<file path="config.mk">
export PLATFORM = sky130hd
export DESIGN_NAME = smam_ram
export DESIGN_NICKNAME = d
export VERILOG_FILES = /design/src/rtl/smam_ram.sv
export SDC_FILE = /design/constraint.sdc
export NUM_CORES = 1
export LEC_CHECK = 0
export BUFFER_PORTS_ARGS = -buffer_cell sky130_fd_sc_hd__buf_2
export CORE_AREA = 2 2 324 326
export DETAILED_ROUTE_END_ITERATION = 6
export DIE_AREA = 0 0 326 328
export MAX_ROUTING_LAYER = met4
export PLACE_DENSITY_LB_ADDON = 0.25
export SLEW_MARGIN = 10
export SYNTH_ARGS = -nofsm -noshare
export SYNTH_HDL_FRONTEND = slang
export SYNTH_SLANG_ARGS = --single-unit
</file>
<file path="constraint.sdc">
create_clock -name clk -period 6.81 [get_ports clk]
set_input_delay 1.362 -clock clk [delete_from_list [all_inputs] [get_ports clk]]
set_output_delay 1.362 -clock clk [all_outputs]
set_load 0.05 [all_outputs]
</file>
<file path="src/rtl/smam_ram.sv">
// Generic single-port-write, single-read RAM with registered read data.
module smam_ram #(
  parameter int WIDTH = 16,
  parameter int DEPTH = 64
) (
  input  logic                     clk,
  input  logic                     we,
  input  logic [$clog2(DEPTH)-1:0] waddr,
  input  logic [WIDTH-1:0]         wdata,
  input  logic [$clog2(DEPTH)-1:0] raddr,
  output logic [WIDTH-1:0]         rdata
);

  logic [WIDTH-1:0] mem [DEPTH];

  always_ff @(posedge clk) begin
    if (we) mem[waddr] <= wdata;
    rdata <= mem[raddr];
  end

endmodule

</file>
==> summary.json <==
{
  "synth": {
    "syn_nets": 1859,
    "synth_cell_types": 43,
    "post_synthesis_instance_area_mm2": 0.0400,
    "yosys-top-cells-area": "sky130_fd_sc_hd__edfxtp_1, sky130_fd_sc_hd__mux4_2, sky130_fd_sc_hd__mux2i_1, sky130_fd_sc_hd__dfxtp_1, sky130_fd_sc_hd__mux2_2",
    "commonest_cells_post_synth": "sky130_fd_sc_hd__edfxtp_1, sky130_fd_sc_hd__mux4_2, sky130_fd_sc_hd__mux2i_1, sky130_fd_sc_hd__nor2_1, sky130_fd_sc_hd__nand2_1",
    "synth_sequential_area_ratio_pct": 77.6,
    "synth_largest_type_area_fraction_pct": 76.8,
    "syn_area_per_cell_um2": 21.9,
    "synth_top_flop_cell": "sky130_fd_sc_hd__edfxtp_1",
    "cell_type_contributing_the_most_total_cell_area_after_synthesis": "sky130_fd_sc_hd__edfxtp_1",
    "synthesis_stage_register_bit_count": 1040,
    "synth_warnings": 0,
    "yosys.cell_count.top_type": "sky130_fd_sc_hd__edfxtp_1",
    "synth_enable_flop_cells": 1024,
    "share_of_synthesized_flip_flops_with_an_asynchronous_set_or_reset_pct": 0,
    "syn_inst": 1829
  },
  "critical_path": {
    "timing.critical_path.to_type": "flip-flop",
    "critical_path.slowest_cell": "sky130_fd_sc_hd__a21oi_1",
    "crit_fanout": 71,
    "cp.buffers_inverters": 2,
    "cell_class_contributing_the_biggest_share_of_worst_path_delay": "buffers and inverters",
    "critical_path_required_ns": 7.34,
    "critical_path_arrival_ns": 4.46,
    "criticalPathCategory": "primary input to flip-flop",
    "setup.worst_path.start_class": "primary input",
    "cp_slowest_stage_delay_ns": 0.73,
    "worstPathCellList": "buf_8 > buf_12 > mux4_1 > mux2_2 > a21oi_1 > nor4_2"
  },
  "placement": {
    "dp_cells": 3248,
    "dpl-instance-area_mm2": 0.0421,
    "globalplace.congestion": 0.810,
    "hpwlAfterDp_um": 58500,
    "port_buffers": 45
  },
  "cts": {
    "cts-hold-fix-buffers": 0,
    "tritoncts": "built",
    "path_clk_slew_ns": 0.06,
    "tritoncts.num_buffers": 104,
    "cts_num_sinks": 1040,
    "post_cts.repair.setup_buffers": 0,
    "clkLatencyLatePin_ns": 0.67,
    "cts.path.max_buffers": 3,
    "clockRootBuffer": "sky130_fd_sc_hd__clkbuf_16",
    "cts_htree_levels": 3,
    "cts_resized": 0
  },
  "final_layout": {
    "multiInputGateArea_mm2": 0.00827,
    "syn2layout_area_growth_pct": 13.6,
    "drive_above_1_share_pct": 26.5,
    "stdcell_count": 3448,
    "finalCoreUtilization_pct": 44.1,
    "seqCellArea_mm2": 0.0311,
    "n_fill_cell": 8723,
    "finish.net_count": 2004,
    "finalInstanceArea_mm2": 0.0455
  },
  "die": {
    "die-width_um": 326,
    "io_pins": 46,
    "die-area_mm2": 0.107,
    "core_area_mm2": 0.103,
    "starting_density_of_the_core_pct": 38.8,
    "die_height_um": 328,
    "placement_rows": 118
  },
  "power_and_ir_drop": {
    "p_leak_nw": 14.3,
    "clockPowerShare_pct": 42.1,
    "netSwitchingFraction_pct": 21.1,
    "p_per_area_mw_per_mm2": 297,
    "power_frac_comb_pct": 5.1,
    "seqPwrFrac_pct": 52.8,
    "peakVddDrop_uv": 208,
    "switchingPower_mw": 2.84,
    "power.internal_mw": 10.6
  },
  "sta": {
    "shortest_clock_period_the_worst_path_allows_after_layout_ns": 3.93,
    "max_freq_mhz": 254,
    "finalCritPeriodShare_pct": 57.7,
    "setup_viol": 0,
    "finalHoldViolations": 0,
    "final.setup_skew_ns": 0.0259,
    "timing.hold.ws_ns": 0.886,
    "max_slew_margin_pct": 17.3,
    "setup_repair_after_global_routing_missed_its_margin": "false",
    "timing.setup.tns_ns": 0,
    "transition_at_the_pin_with_the_smallest_max_transition_slack_ns": 1.23,
    "slew_violations": 0
  },
  "global_route": {
    "use_met3_pct": 3.95,
    "grt_remaining_overflow": 0,
    "vias_in_the_first_global_route": 19300,
    "global_route.peak_usage_layer": "met2",
    "grt_antenna_before_repair": 19,
    "met1_layer_usage_reported_by_global_route_pct": 25.6,
    "wire_length_of_the_first_global_routing_pass_um": 141000,
    "grt.met2_usage_pct": 29.2,
    "grt.total_usage_pct": 19.1,
    "grt_start_max_net_pins": 72
  },
  "job": {
    "maxCapViolations": 0
  },
  "worst_hold_path": {
    "timing.hold.worst.class": "flip-flop to flip-flop"
  },
  "drt": {
    "detailed_route_wl_um": 99100,
    "route.antenna.remaining_nets": 0,
    "drcViolationCount": 0,
    "initialDrtViolationCount": 2157,
    "detail_route.vias_per_cell": 5.56,
    "post_drt_wl_per_cell_um": 28.8,
    "detailedRoute.firstPassIterationCount": 5,
    "vias": 19200
  },
  "status": {
    "status": "completed"
  }
}
## layout by cell type, fill, tap and decap left out, types with 17 or more instances in the layout
cell type                   Yosys  layout
sky130_fd_sc_hd__clkbuf_16      0     109
sky130_fd_sc_hd__nand2_1       59      59
sky130_fd_sc_hd__nor2b_1       30      27
sky130_fd_sc_hd__buf_2         36      42
sky130_fd_sc_hd__nor2_1        72      68
sky130_fd_sc_hd__clkbuf_1      24      30
sky130_fd_sc_hd__mux2i_1       85      85
sky130_fd_sc_hd__edfxtp_1    1024    1024
sky130_fd_sc_hd__buf_4         13      95
sky130_fd_sc_hd__mux4_2       220     220
sky130_fd_sc_hd__a22oi_1       39      39
sky130_fd_sc_hd__nand3_1       24      24
sky130_fd_sc_hd__a21oi_1       17      17
sky130_fd_sc_hd__mux2_2        27      27
sky130_fd_sc_hd__clkinv_1       0      20
## routing by layer
layer	vias up	share of wire, %
li1	7991	-
met1	10300	42
met2	743	48
met3	173	7.3
met4	0	3.3
met5	-	0
## worst min-delay path, cell delays in order (launching register included)
cell and delay, ns:
sky130_fd_sc_hd__edfxtp_1 0.31, sky130_fd_sc_hd__mux4_2 0.23, sky130_fd_sc_hd__a22oi_1 0.06, sky130_fd_sc_hd__a311oi_1 0.24
## metrics by stage
stage | setup WS [ns] | total power, mW
finish | 2.88 | 13.5
global route | 2.74 | 13.9
CTS | 2.98 | 13.6
detailed placement | 2.27 | 7.96
global placement | 2.27 | 7.95
floorplan | 3.41 | 7.65
## power by group through the flow
stage	sequential, mW	combinational, mW	clock (mW)
after global routing	7.12	0.733	6.03
after detailed placement	7.26	0.701	0
after floorplan	7.28	0.367	0
final	7.13	0.691	5.68
after global placement	7.26	0.693	0
after CTS	7.12	0.703	5.79
## logic make-up (layout without fill, tap and decap cells)
kind of cell | after synthesis | after routing | synth area share (%)
other | 0 | 10 | 0
AO/OA/AOI/OAI | 129 | 129 | 2.41
buffers and inverters | 104 | 333 | 1.83
multiplexers | 336 | 336 | 15.5
flip-flops | 1040 | 1040 | 77.6
AND/OR/NAND/NOR | 220 | 220 | 2.65
## layout make-up
class                      instances  share of cell area (%)
antenna                           10                  0.0550
sequential                      1040                    68.3
timing repair buffer             143                    2.25
clock buffer                     146                    6.45
multi-input combinational        685                    18.2
tap                             1380                    3.80
clock inverter                    44                   0.982
## path summary, 6_finish.rpt
| check | cells past startpoint | slack, ns | start | end |
|---|---|---|---|---|
| hold reg to reg | 3 | 0.89 | mem[37][15] | rdata[15] |
| hold / removal | 3 | 0.89 | mem[37][15] | rdata[15] |
| setup reg to reg | 5 | 4.54 | mem[23][0] | rdata[0] |
| setup / recovery | 6 | 2.88 | raddr[0] | rdata[7] |
## state kept, by name (all words and copies together) (netlist names)
name and count:
mem 1024, rdata 16
No activity file was read; power rests on OpenSTA's default activity.
